$ cat src/design/ccds_pkg.sv
// shared types and constants for the charge current digipot stepper
`default_nettype none

package ccds_pkg;

  localparam int STEP_W    = 6;
  localparam int POT_W     = 20;
  localparam int CUR_W     = 12;
  localparam int DIVD_W    = 26;
  localparam int DIVS_W    = 20;
  localparam int CNT_W     = 5;
  localparam int ADDR_W    = 4;
  localparam int DATA_W    = 32;

  // program resistance numerator: 1000 * 1000
  localparam int PROG_SCALE = 1000000;

  localparam logic [POT_W-1:0]  POT_RESET = 20'd10000;
  localparam logic [STEP_W-1:0] MIN_RESET = 6'd0;
  localparam logic [STEP_W-1:0] MAX_RESET = 6'd63;

  localparam logic [1:0] REG_POT = 2'd0;
  localparam logic [1:0] REG_MIN = 2'd1;
  localparam logic [1:0] REG_MAX = 2'd2;

  localparam logic [1:0] DIR_UP   = 2'd0;
  localparam logic [1:0] DIR_DOWN = 2'd1;
  localparam logic [1:0] DIR_NONE = 2'd2;

  typedef enum logic [2:0] {
    S_IDLE,
    S_DIV1,
    S_MUL,
    S_DIV2,
    S_CHECK,
    S_MOVE
  } state_t;

endpackage

`default_nettype wire

$ cat src/design/charge_current_digipot_stepper.sv
// top level: current request to digipot wiper pulses
//
// input channel (in_valid/in_ready, target_current_ma) takes one request in
// milliamps; output channel (out_valid/out_ready) gives one transaction per
// wiper pulse: direction, new wiper_step and last on the final one, or a
// single no-move transaction when the wiper is already on target.
// the target is floor(1000000/current) scaled by (max-min) over the pot's
// full-scale resistance, plus min, clamped to max; zero current or zero
// resistance gives max.
// both divisions run on one shared restoring divider, one bit per cycle;
// the first result is registered from S_CHECK (no-move) or S_MOVE, reached
// through S_DIV1, S_MUL and S_DIV2, or straight from S_IDLE when current
// or resistance is zero; then one result per cycle for each further wiper
// step while the receiver does not stall.
// in_ready is high only while no request is in work.
// the output is a single register: a stalled receiver holds the pulse
// sequence, nothing is dropped and the wiper state follows what is shown.
// reset (rst, synchronous) loads the register defaults and puts the wiper
// at WIPER_RESET_STEP. configuration is via the apb-style port.
`default_nettype none

module charge_current_digipot_stepper #(
  parameter int WIPER_RESET_STEP = 32
) (
  input  wire logic                          clk,
  input  wire logic                          rst,
  input  wire logic                          psel,
  input  wire logic                          penable,
  input  wire logic                          pwrite,
  input  wire logic [ccds_pkg::ADDR_W-1:0]  paddr,
  input  wire logic [ccds_pkg::DATA_W-1:0]  pwdata,
  output logic      [ccds_pkg::DATA_W-1:0]  prdata,
  output logic                               pready,
  input  wire logic                          in_valid,
  output logic                               in_ready,
  input  wire logic [ccds_pkg::CUR_W-1:0]   target_current_ma,
  output logic                               out_valid,
  input  wire logic                          out_ready,
  output logic      [1:0]                    direction,
  output logic      [ccds_pkg::STEP_W-1:0]  wiper_step,
  output logic                               last
);

  localparam int SW = ccds_pkg::STEP_W;

  logic [ccds_pkg::POT_W-1:0] pot_ohm;
  logic [SW-1:0]              min_step;
  logic [SW-1:0]              max_step;

  ccds_pkg::state_t state, state_next;

  logic [ccds_pkg::DIVS_W-1:0] res;
  logic [SW-1:0]               tgt;
  logic [SW-1:0]               pos;
  logic [SW-1:0]               lo;
  logic [SW-1:0]               hi;
  logic [SW-1:0]               span;
  logic [SW-1:0]               tgt_next;
  logic [SW-1:0]               pos_next;
  logic                        out_free;
  logic                        emit;
  logic [1:0]                  emit_dir;
  logic                        emit_last;
  logic                        accept;
  logic                        cfg_wr;

  logic                          div_start;
  logic [ccds_pkg::DIVD_W-1:0]  div_dividend;
  logic [ccds_pkg::DIVS_W-1:0]  div_divisor;
  logic                          div_done;
  logic [ccds_pkg::DIVD_W-1:0]  div_quotient;

  ccds_div u_div (
    .clk      (clk),
    .rst      (rst),
    .start    (div_start),
    .dividend (div_dividend),
    .divisor  (div_divisor),
    .done     (div_done),
    .quotient (div_quotient)
  );

  // configuration port
  assign pready = 1'b1;
  assign cfg_wr = psel && penable && pwrite;

  always_ff @(posedge clk) begin
    if (rst) begin
      pot_ohm  <= ccds_pkg::POT_RESET;
      min_step <= ccds_pkg::MIN_RESET;
      max_step <= ccds_pkg::MAX_RESET;
    end else if (cfg_wr) begin
      case (paddr[3:2])
        ccds_pkg::REG_POT: pot_ohm <= pwdata[ccds_pkg::POT_W-1:0];
        ccds_pkg::REG_MIN: min_step <= pwdata[SW-1:0];
        ccds_pkg::REG_MAX: max_step <= pwdata[SW-1:0];
        default: ;
      endcase
    end
  end

  always_comb begin
    case (paddr[3:2])
      ccds_pkg::REG_POT: prdata = {12'd0, pot_ohm};
      ccds_pkg::REG_MIN: prdata = {26'd0, min_step};
      ccds_pkg::REG_MAX: prdata = {26'd0, max_step};
      default:           prdata = '0;
    endcase
  end

  // bounds, swapped if given the wrong way round
  always_comb begin
    lo   = (max_step < min_step) ? max_step : min_step;
    hi   = (max_step < min_step) ? min_step : max_step;
    span = hi - lo;
  end

  assign in_ready = (state == ccds_pkg::S_IDLE);
  assign accept   = in_valid && in_ready;
  assign out_free = !out_valid || out_ready;

  always_comb begin
    state_next   = state;
    div_start    = 1'b0;
    div_dividend = ccds_pkg::DIVD_W'(ccds_pkg::PROG_SCALE);
    div_divisor  = {8'd0, target_current_ma};
    tgt_next     = tgt;
    pos_next     = pos;
    emit         = 1'b0;
    emit_dir     = ccds_pkg::DIR_NONE;
    emit_last    = 1'b0;
    case (state)
      ccds_pkg::S_IDLE: begin
        if (accept) begin
          if (target_current_ma == '0 || pot_ohm == '0) begin
            tgt_next   = hi;
            state_next = ccds_pkg::S_CHECK;
          end else begin
            div_start  = 1'b1;
            state_next = ccds_pkg::S_DIV1;
          end
        end
      end
      ccds_pkg::S_DIV1: begin
        if (div_done) begin
          state_next = ccds_pkg::S_MUL;
        end
      end
      ccds_pkg::S_MUL: begin
        div_start    = 1'b1;
        div_dividend = {6'd0, res} * {20'd0, span};
        div_divisor  = pot_ohm;
        state_next   = ccds_pkg::S_DIV2;
      end
      ccds_pkg::S_DIV2: begin
        if (div_done) begin
          // q > hi - lo means q + lo overshoots hi
          tgt_next   = (div_quotient > {20'd0, span}) ? hi : div_quotient[SW-1:0] + lo;
          state_next = ccds_pkg::S_CHECK;
        end
      end
      ccds_pkg::S_CHECK: begin
        if (tgt != pos) begin
          state_next = ccds_pkg::S_MOVE;
        end else if (out_free) begin
          emit       = 1'b1;
          emit_dir   = ccds_pkg::DIR_NONE;
          emit_last  = 1'b1;
          state_next = ccds_pkg::S_IDLE;
        end
      end
      ccds_pkg::S_MOVE: begin
        if (out_free) begin
          pos_next  = (pos < tgt) ? pos + 1'b1 : pos - 1'b1;
          emit      = 1'b1;
          emit_dir  = (pos < tgt) ? ccds_pkg::DIR_UP : ccds_pkg::DIR_DOWN;
          emit_last = (pos_next == tgt);
          if (pos_next == tgt) begin
            state_next = ccds_pkg::S_IDLE;
          end
        end
      end
      default: state_next = ccds_pkg::S_IDLE;
    endcase
  end

  always_ff @(posedge clk) begin
    if (rst) begin
      state     <= ccds_pkg::S_IDLE;
      pos       <= SW'(WIPER_RESET_STEP);
      out_valid <= 1'b0;
    end else begin
      state <= state_next;
      pos   <= pos_next;
      if (emit) begin
        out_valid <= 1'b1;
      end else if (out_ready) begin
        out_valid <= 1'b0;
      end
    end
  end

  always_ff @(posedge clk) begin
    tgt <= tgt_next;
    if (state == ccds_pkg::S_DIV1 && div_done) begin
      res <= div_quotient[ccds_pkg::DIVS_W-1:0];
    end
    if (emit) begin
      direction  <= emit_dir;
      wiper_step <= pos_next;
      last       <= emit_last;
    end
  end

endmodule

`default_nettype wire

$ cat src/design/ccds_div.sv
// restoring divider, one quotient bit per cycle
`default_nettype none

module ccds_div (
  input  wire logic                         clk,
  input  wire logic                         rst,
  input  wire logic                         start,
  input  wire logic [ccds_pkg::DIVD_W-1:0] dividend,
  input  wire logic [ccds_pkg::DIVS_W-1:0] divisor,
  output logic                              done,
  output logic [ccds_pkg::DIVD_W-1:0]      quotient
);

  logic [ccds_pkg::DIVS_W-1:0] rem;
  logic [ccds_pkg::DIVD_W-1:0] quo;
  logic [ccds_pkg::DIVS_W-1:0] dvs;
  logic [ccds_pkg::CNT_W-1:0]  cnt;
  logic                        active;
  logic [ccds_pkg::DIVS_W:0]   rem_sh;
  logic                        fits;
  logic [ccds_pkg::DIVS_W:0]   rem_sub;

  always_comb begin
    rem_sh  = {rem, quo[ccds_pkg::DIVD_W-1]};
    fits    = rem_sh >= {1'b0, dvs};
    rem_sub = rem_sh - {1'b0, dvs};
  end

  always_ff @(posedge clk) begin
    if (rst) begin
      active <= 1'b0;
      done   <= 1'b0;
      cnt    <= '0;
    end else begin
      done <= 1'b0;
      if (start) begin
        active <= 1'b1;
        cnt    <= ccds_pkg::CNT_W'(ccds_pkg::DIVD_W - 1);
      end else if (active) begin
        cnt <= cnt - 1'b1;
        if (cnt == '0) begin
          active <= 1'b0;
          done   <= 1'b1;
        end
      end
    end
  end

  always_ff @(posedge clk) begin
    if (start) begin
      rem <= '0;
      quo <= dividend;
      dvs <= divisor;
    end else if (active) begin
      rem <= fits ? rem_sub[ccds_pkg::DIVS_W-1:0] : rem_sh[ccds_pkg::DIVS_W-1:0];
      quo <= {quo[ccds_pkg::DIVD_W-2:0], fits};
    end
  end

  assign quotient = quo;

endmodule

`default_nettype wire

$ cat config.mk
export PLATFORM = sky130hd
export DESIGN_NAME = charge_current_digipot_stepper
export DESIGN_NICKNAME = d
export VERILOG_FILES = /design/src/design/ccds_pkg.sv /design/src/design/charge_current_digipot_stepper.sv /design/src/design/ccds_div.sv
export SDC_FILE = /design/constraint.sdc
export NUM_CORES = 1
export LEC_CHECK = 0
export BUFFER_PORTS_ARGS = -buffer_cell sky130_fd_sc_hd__buf_2
export CORE_UTILIZATION = 35
export DETAILED_ROUTE_END_ITERATION = 8
export SLEW_MARGIN = 15
export SYNTH_ARGS = -nofsm -noshare
export SYNTH_HDL_FRONTEND = slang
export SYNTH_HIERARCHICAL = 1
export SYNTH_SLANG_ARGS = --single-unit
$ cat constraint.sdc
create_clock -name clk -period 7.2 [get_ports clk]
set_input_delay 1.08 -clock clk [delete_from_list [all_inputs] [get_ports clk]]
set_output_delay 1.08 -clock clk [all_outputs]
set_load 0.01 [all_outputs]
# == Word level (Yosys, flattened, before mapping) ==
# Index checks and enable logic that the tools add are counted.
# totals
register_bits,150
wordCells,112
# classes
add_sub_neg,6
mul,1
order_cmp,4
n_eq_ne,16
mux,42
bitwise,1
n_reduce_logical,23
# ops
cell,count
$mux W26,3
$pmux W20 S3,1
$mux W6,9
$gt A26 B6 Y1,1
$mul A20 B6 Y26,1
$mux W3,8
$ge A21 B20 Y1,1
$logic_not A20 Y1,1
$mux W20,1
$sub A20 B20 Y20,1
$pmux W3 S6,1
$logic_not A12 Y1,1
$lt A6 B6 Y1,2
$mux W1,12
$mux W12,1
$pmux W6 S2,1
$mux W5,2
$ne A2 B1 Y1 const B,4
$reduce_and A2 Y1,4
$add A6 B1 Y6 const B,1
$add A6 B6 Y6,1
$eq A3 B2 Y1 const B,2
$eq A3 B3 Y1 const B,2
$eq A6 B6 Y1,1
22 further kinds,31

# == Depth between registers and ports, before layout ==
# Gate-level depths: netlist of run 1.
# depth
word_depth,7
mapped_depth,29
depth_no_buf,26

# == By module ==
# The synthesis of run 1 kept the hierarchy.
# by_module_without_submodules
mod,instances,cells_per_inst,area_each_um2
charge_current_digipot_stepper,1,1063,8799.7
ccds_div,1,380,4052.6

# == Least setup slack after synthesis of run 1 ==
# Ideal clock, no wire load.
# synth_timing
kind,register to register
from,reg min_step[2]
to,reg u_div.quo (netlist bit u_div/quotient[21]) (data pin)
arrival_ns,6.162
setup_slack_ns,0.778
stages_incl_launch_ff,28
n_path_buf,2
period_less_slack_ns,6.422
cell_sequence,dfxtp_1 inv_1 ha_1 o21ai_1 a21oi_2 o21a_1 buf_4 mux2i_4 ha_1 nand2_1 inv_1 o311a_1 a211oi_2 buf_2 nand2_1 fa_1 fa_1 fa_1 inv_1 ha_1 nor2b_1 o31a_1 o41ai_1 a31o_2 o221ai_1 xnor2_1 nor2_1 mux2_2
# synth_via
elab_chain_len,6
elab_cells_between_ends,7
# synth_rtl
element,line,source
start: declaration,charge_current_digipot_stepper.sv:47,logic [SW-1:0] min_step;
start signal: assignment,charge_current_digipot_stepper.sv:90,min_step <= ccds_pkg::MIN_RESET;
start signal: assignment,charge_current_digipot_stepper.sv:95,ccds_pkg::REG_MIN: min_step <= pwdata[SW-1:0];
$lt A6 B6 Y1,"charge_current_digipot_stepper.sv:113, charge_current_digipot_stepper.sv:114",
$mux W6 (on tied branches),"charge_current_digipot_stepper.sv:114, charge_current_digipot_stepper.sv:113",
$sub A6 B6 Y6 *,charge_current_digipot_stepper.sv:115,span = hi - lo;
$mul A20 B6 Y26 *,charge_current_digipot_stepper.sv:151,"div_dividend = {6'd0, res} * {20'd0, span};"
$mux W26 *,charge_current_digipot_stepper.sv:132,case (state)
"named net div_dividend, one bit",charge_current_digipot_stepper.sv:68,logic [ccds_pkg::DIVD_W-1:0] div_dividend;
$mux W26 *,ccds_div.sv:50,if (start) begin
end signal: assignment,ccds_div.sv:52,quo <= dividend;
end signal: assignment,ccds_div.sv:56,"quo <= {quo[ccds_pkg::DIVD_W-2:0], fits};"
end: declaration,ccds_div.sv:15,logic [ccds_pkg::DIVD_W-1:0] quo;
# Mark *: on every way through the listed nets, which the timed path passes. The rest lies on a longest branch.
# A chain may end at the register's enable or synchronous reset.

# == Worst setup path after layout of run 1 ==
# layout_timing
from,reg min_step[2]
to,reg u_div.quo (netlist bit u_div/quotient[22]) (data pin)
# The elaborated chain is that of the path after synthesis.

==> run_results.csv, run 1 <==
group,metric,value,unit
die,die_h,193.6,um
synthesis,synth_cells,1443,
run_status,status,"completed",
power_and_ir_drop,swShare,0.3728,
worst_setup_path,reg2reg_depth,26,
synthesis,synth_cell_types,84,
clock_tree,cts_hold_buf,0,
placed_design,hpwl,23.41,mm
synthesis,synth-seq-cells,150,
placed_design,placed_cells,1933,
synthesis,synth_top_area_frac,0.1893,
clock_tree,cts-root-buf,"clkbuf_16",
min_path,holdPathStages,0,
synthesis,netlist_top_cells_area,"edfxtp_1 19%, fa_1 12%, dfxtp_1 11%",
sta,setup_viol,0,
sta,final.setup.worst_slack,0.4529,ns
synthesis,yosysTopAreaCell,"edfxtp_1",
synthesis,synth_edf_count,81,
power_and_ir_drop,p_int,2.262,mW
die,initial_utilization,0.3587,
global_route,grt_pass1_wl,50.83,mm
sta,drv_slew,0,
clock_tree,cts_tree,"yes",
route,wl,30.70,mm
final_layout,drive_above_1_share,0.1177,
sta,slew_headroom,0.2286,
power_and_ir_drop,share_seq_of_total_power,0.288,
route,wire_per_inst,15.60,um
die,io_pins,99,
synthesis,syn_area_per_cell,8.907,sq um
sta,fin_crit_sh,0.9371,
synthesis,seq_area_frac_synth,0.2967,
global_route,grt_start_max_net_pins,66,
power_and_ir_drop,power_switching,1.345,mW
synthesis,async_flop_share,0,
synthesis,ys.flop_type,"edfxtp_1",
die,row_count,69,
min_path,holdCritStartpoint,"u_div/quotient[7]",
route,wl_met1,14.81,mm
clock_tree,h-tree-depth,4,
clock_tree,cts.sinks,150,
sta,hold-worst-slack,0.4725,ns
route,wl_met2,14.50,mm
route,num_vias,9974,
power_and_ir_drop,power,3.607,mW
sta,tightest_slew,1.156,ns
final_layout,final_cell_area,14300,sq um
clock_tree,post_cts_resized,0,
power_and_ir_drop,combPwrFrac,0.447,
die,core,35830,sq um
final_layout,fin_nets,1706,
final_layout,layout_common_cells,"227 x nand2_1, 138 x inv_1, 87 x nor2_1",
flow_run,timing.max_cap.violations,0,
sta,hold_viol,0,
min_path,hold_end,"res[7]",
route,met3WireLength,1.087,mm
placed_design,place_ws,0.2518,ns
global_route,grt_pass1_vias,9970,
sta,fmax,0.1482,GHz
min_path,hold_class,"register to register",
route,drtIter0Drc,658,
route,drtAntennaViolNets,0,
worst_setup_path,r2r-start,"min_step[2]",
synthesis,netlist_area,12850,sq um
worst_setup_path,r2r-end,"u_div/quotient[22]",
clock_tree,clock_latency,0.42,ns
global_route,antenna_found_initial,3,
sta,timing.setup.tns,0,ns
final_layout,fin_cells,1967,
clock_tree,post_cts_buffers,0,
die,die-area,37490,sq um
power_and_ir_drop,irDropWorstVdd,0.1495,mV
power_and_ir_drop,p_clk_frac,0.265,
final_layout,final_common_cell,"nand2_1",
final_layout,nFillCells,3565,
worst_setup_path,endpoint_kind,"register",
placed_design,gp_congestion,0.8638,
placed_design,port_buffers,71,
route,firstDrtPassIters,5,
sta,fin_crit,6.747,ns
global_route,gr-usage-all-layers,0.1668,
power_and_ir_drop,leakage,6.190,nW
worst_setup_path,critPathKind,"register to register",
worst_setup_path,path_max_fanout,20,
global_route,grt.overflow.total,0,
clock_tree,clk_transition_reported_paths,0.07,ns
clock_tree,cts_buffer_depth,2,
worst_setup_path,ff2ff_setup_slack,0.45,ns
synthesis,ys.warnings.count,6,
sta,skew,0.01036,ns
final_layout,utilization,0.3990,
route,remaining_drc_errors,0,
worst_setup_path,start_kind,"register",
worst_setup_path,worstPathRequired,7.36,ns
worst_setup_path,crit_arrival,6.91,ns
sta,rsz0062_at_grt,"true",
final_layout,syn2layout_area_growth,11.23,%
route,topRoutingLayerUsed,"met5",
power_and_ir_drop,p_per_area,252.3,nW/um^2
placed_design,placed_cell_area,13640,sq um
clock_tree,cts_inserted_buffers,17,
die,die_w,193.6,um
route,viasPerCell,5.071,
[registers in the layout, indices dropped and copies added (netlist names)]
register,cells
u_div/done,1
u_div/cnt,5
min_step,6
u_div/quotient,26
out_valid,1
direction,2
last,1
wiper_step,6
max_step,6
tgt,6
state,3
u_div/rem,20
u_div/active,1
res,20
pot_ohm,20
pos,6
u_div/dvs,20
[power by group through the flow]
stage / clock network [mW] / registers [mW] / logic [mW]
floorplan: 0 / 1.03 / 1.30
global placement: 0 / 1.06 / 1.59
detailed placement: 0 / 1.06 / 1.61
CTS: 0.973 / 1.04 / 1.62
global route: 1.00 / 1.05 / 1.83
finish: 0.955 / 1.04 / 1.61
[worst max-delay path by stage]
stage	startpoint	end	slack, ns
2_1_floorplan	min_step[2]	u_div/quotient[21]	0.78
3_3_place_gp	min_step[2]	u_div/quotient[22]	0.29
3_5_place_dp	min_step[2]	u_div/quotient[22]	0.25
4_1_cts	min_step[2]	u_div/quotient[22]	0.22
6_report	min_step[2]	u_div/quotient[22]	0.45
5_1_grt	min_step[2]	u_div/quotient[22]	-0.001
[per-layer routing]
metal | GRT usage | up-vias
met1 | 0.2259 | 4842
met4 | 0.03348 | 2
met2 | 0.2770 | 129
met5 | 0 | -
li1 | - | 4977
met3 | 0.03096 | 24
[cell type report]
| type | instances | area, sq um | area share |
|---|---|---|---|
| diodes | 2 | 5.005 | 0.0003501 |
| clock buffers | 18 | 429.2 | 0.03002 |
| clock inverters | 14 | 196.4 | 0.01374 |
| inverters | 140 | 525.5 | 0.03676 |
| multi-input cells | 1091 | 8228 | 0.5755 |
| flip-flops and latches | 150 | 3814 | 0.2668 |
| well taps | 461 | 576.8 | 0.04035 |
| repair buffers | 91 | 521.8 | 0.03650 |
[synth_stat cells (15+ instances only)]
library cell    n
a211oi_1       15
a21o_1         22
a21oi_1        56
and2_1         61
and3_1         15
buf_4          16
clkbuf_1       47
dfxtp_1        69
edfxtp_1       81
fa_1           76
ha_1           84
inv_1         138
mux2_2         29
mux2i_1        46
nand2_1       227
nand2b_1       35
nand3_1        27
nor2_1         87
nor2b_1        25
nor3_1         20
nor4_1         16
o21ai_0        55
xnor2_1        26
xor2_1         26
[worst max-delay path, stage by stage, from the launching register on]
cell       delay, ns
dfxtp_1         0.42
inv_1           0.12
ha_2            0.39
o21ai_1         0.09
a21oi_2         0.16
o21a_1          0.23
buf_4           0.24
mux2i_2         0.30
a211oi_2        0.08
o211a_1         0.27
buf_12          0.19
mux2i_1         0.16
fa_1            0.54
inv_1           0.05
fa_1            0.50
fa_1            0.55
inv_1           0.04
ha_1            0.39
a21o_1          0.22
o2bb2ai_1       0.13
a211oi_1        0.22
buf_4           0.18
nor3_1          0.09
o41ai_1         0.37
xor2_1          0.21
nor2_1          0.05
mux2_2          0.27
[cell families after synthesis]
kind of cell               count (synthesis)  share of synthesized area
other                                      2                  0.0005843
DFF                                      150                     0.2967
buffers and inverters                    213                    0.06883
xor gates and xnor gates                  54                    0.03894
muxes                                     81                    0.06834
adders and majority gates                160                     0.2002
and+or+nand+nor                          547                     0.2044
AOI/OAI and AO/OA                        236                     0.1220
Power figures use the tool's default switching activity.
==> inputs of run 2 (changes only) <==
--- a/config.mk
+++ b/config.mk
@@ -5,9 +5,9 @@
 export SDC_FILE = /design/constraint.sdc
 export NUM_CORES = 1
 export LEC_CHECK = 0
-export BUFFER_PORTS_ARGS = -buffer_cell sky130_fd_sc_hd__buf_2
 export CORE_UTILIZATION = 35
 export DETAILED_ROUTE_END_ITERATION = 8
+export DONT_BUFFER_PORTS = 1
 export SLEW_MARGIN = 15
 export SYNTH_ARGS = -nofsm -noshare
 export SYNTH_HDL_FRONTEND = slang
==> run_results.csv, run 2 (synthesis gave the netlist of run 1 again) <==
group,metric,value,unit
global_route,grt_start_max_net_pins,66,
global_route,top_usage_layer,"met2",
route,wl,31.02,mm
route,firstDrtPassIters,5,
global_route,grt_pass1_vias,9996,
sta,timing.setup.tns,0,ns
clock_tree,h-tree-depth,4,
sta,fmax,0.1484,GHz
final_layout,final_common_cell,"nand2_1",
die,core,35830,sq um
global_route,grt_util_met3,0.03131,
final_layout,layout_common_cells,"227 x nand2_1, 138 x inv_1, 87 x nor2_1",
route,num_vias,9850,
global_route,grt_pass1_wl,52.02,mm
final_layout,fin_cells,1892,
power_and_ir_drop,leakage,5.860,nW
route,drtAntennaViolNets,0,
flow_run,timing.max_cap.violations,0,
route,viasPerCell,5.206,
sta,slew_headroom,0.2320,
sta,fin_crit_sh,0.9357,
route,drtIter0Drc,585,
global_route,gr-usage-all-layers,0.1705,
die,initial_utilization,0.3587,
clock_tree,cts.sinks,150,
final_layout,fin_nets,1633,
route,remaining_drc_errors,0,
die,die_w,193.6,um
clock_tree,post_cts_buffers,0,
worst_setup_path,path_max_fanout,21,
global_route,antenna_found_initial,0,
clock_tree,clk_transition_reported_paths,0.06,ns
clock_tree,cts_inserted_buffers,17,
run_status,status,"completed",
placed_design,port_buffers,0,
clock_tree,cts_buffer_depth,2,
global_route,grt.overflow.total,0,
route,wire_per_inst,16.40,um
clock_tree,clock_latency,0.42,ns
worst_setup_path,crit_arrival,6.90,ns
final_layout,largest_register_ffs,26,
final_layout,syn2layout_area_growth,8.129,%
sta,setup_viol,0,
min_path,hold_class,"register to register",
die,io_pins,99,
placed_design,placed_cells,1860,
clock_tree,cts-root-buf,"clkbuf_16",
global_route,use_met2,0.2879,
final_layout,num_antenna_cells,0,
die,die-area,37490,sq um
worst_setup_path,critPathKind,"register to register",
sta,hold_viol,0,
sta,tightest_slew,1.151,ns
worst_setup_path,worstPathRequired,7.37,ns
worst_setup_path,endpoint_kind,"register",
power_and_ir_drop,p_per_area,255.5,nW/um^2
placed_design,hpwl,23.32,mm
die,row_count,69,
global_route,met1_usage,0.2281,
die,die_h,193.6,um
placed_design,gp_congestion,0.8702,
clock_tree,cts_tree,"yes",
sta,fin_crit,6.737,ns
clock_tree,cts_hold_buf,0,
sta,skew,0.006972,ns
worst_setup_path,start_kind,"register",
final_layout,drive_above_1_share,0.07198,
power_and_ir_drop,irDropWorstVdd,0.1636,mV
final_layout,nFillCells,3557,
sta,rsz0062_at_grt,"false",
sta,drv_slew,0,
==> run 2: critical path: stages (launching register included) <==
cell       delay [ns]
dfxtp_1          0.38
inv_1            0.12
ha_1             0.21
or3_4            0.39
o21a_2           0.27
mux2i_4          0.21
ha_1             0.20
nand2_1          0.06
inv_1            0.05
nor3_1           0.30
a211oi_4         0.13
buf_12           0.19
and2_1           0.17
fa_1             0.50
inv_1            0.05
fa_1             0.50
fa_1             0.54
inv_1            0.04
ha_1             0.39
a21o_1           0.22
o2bb2ai_1        0.13
a211oi_1         0.22
buf_4            0.18
nor3_1           0.09
o41ai_1          0.41
xor2_1           0.21
nor2_1           0.05
mux2_2           0.27
==> run 2: path summary, 6_finish.rpt <==
path / startpoint / to / slack, ns / cells past startpoint
setup / recovery: min_step[3] / u_div/quotient[22] / 0.46 / 27
hold / removal: u_div/quotient[14] / res[14] / 0.48 / 0
setup reg to reg: min_step[3] / u_div/quotient[22] / 0.46 / 27
hold reg to reg: u_div/quotient[14] / res[14] / 0.48 / 0
==> run 2: layer usage <==
metal,share of wire,vias up,wire [um]
met1,0.47,4811,14440
met4,0.011,0,354
met3,0.048,27,1504
li1,-,4833,-
met5,0,-,0
met2,0.47,179,14730
==> run 2: what timing repair did <==
action                                  4_1_cts  5_1_grt
gates resized for setup                       0        5
hold endpoints to repair                      0        0
endpoints found under the setup margin        0        8
==> run 2: stage by stage <==
step | hold slack [ns] | cell area [sq um] | setup WS [ns] | total power [mW] | util
3_5_place_dp | 0.4664 | 13280 | 0.2059 | 2.653 | 0.3707
6_report | 0.4783 | 13900 | 0.4632 | 3.551 | 0.3879
4_1_cts | 0.4772 | 13870 | 0.1901 | 3.572 | 0.3871
5_1_grt | 0.4981 | 13900 | 0.01133 | 3.835 | 0.3879
3_3_place_gp | 0.4630 | 13280 | 0.2362 | 2.632 | 0.3707
2_1_floorplan | 0.4462 | 12890 | 0.7783 | 2.333 | -
==> run 2: area by class of cell <==
| cell class | count | area, sq um | share of cell area |
|---|---|---|---|
| timing repair buffer | 18 | 151.4 | 0.01089 |
| clock inverter | 13 | 155.1 | 0.01116 |
| clock buffer | 19 | 432.9 | 0.03115 |
| sequential | 150 | 3814 | 0.2744 |
| multi-input combinational | 1091 | 8242 | 0.5930 |
| inverter | 140 | 525.5 | 0.03781 |
| tap | 461 | 576.8 | 0.04151 |
==> run 2: power breakdown <==
part	internal, mW	leakage [nW]	switching [mW]
logic	0.696	4.25	0.916
clock network	0.544	0.276	0.361
registers	0.979	1.34	0.0562
total	2.22	5.86	1.33
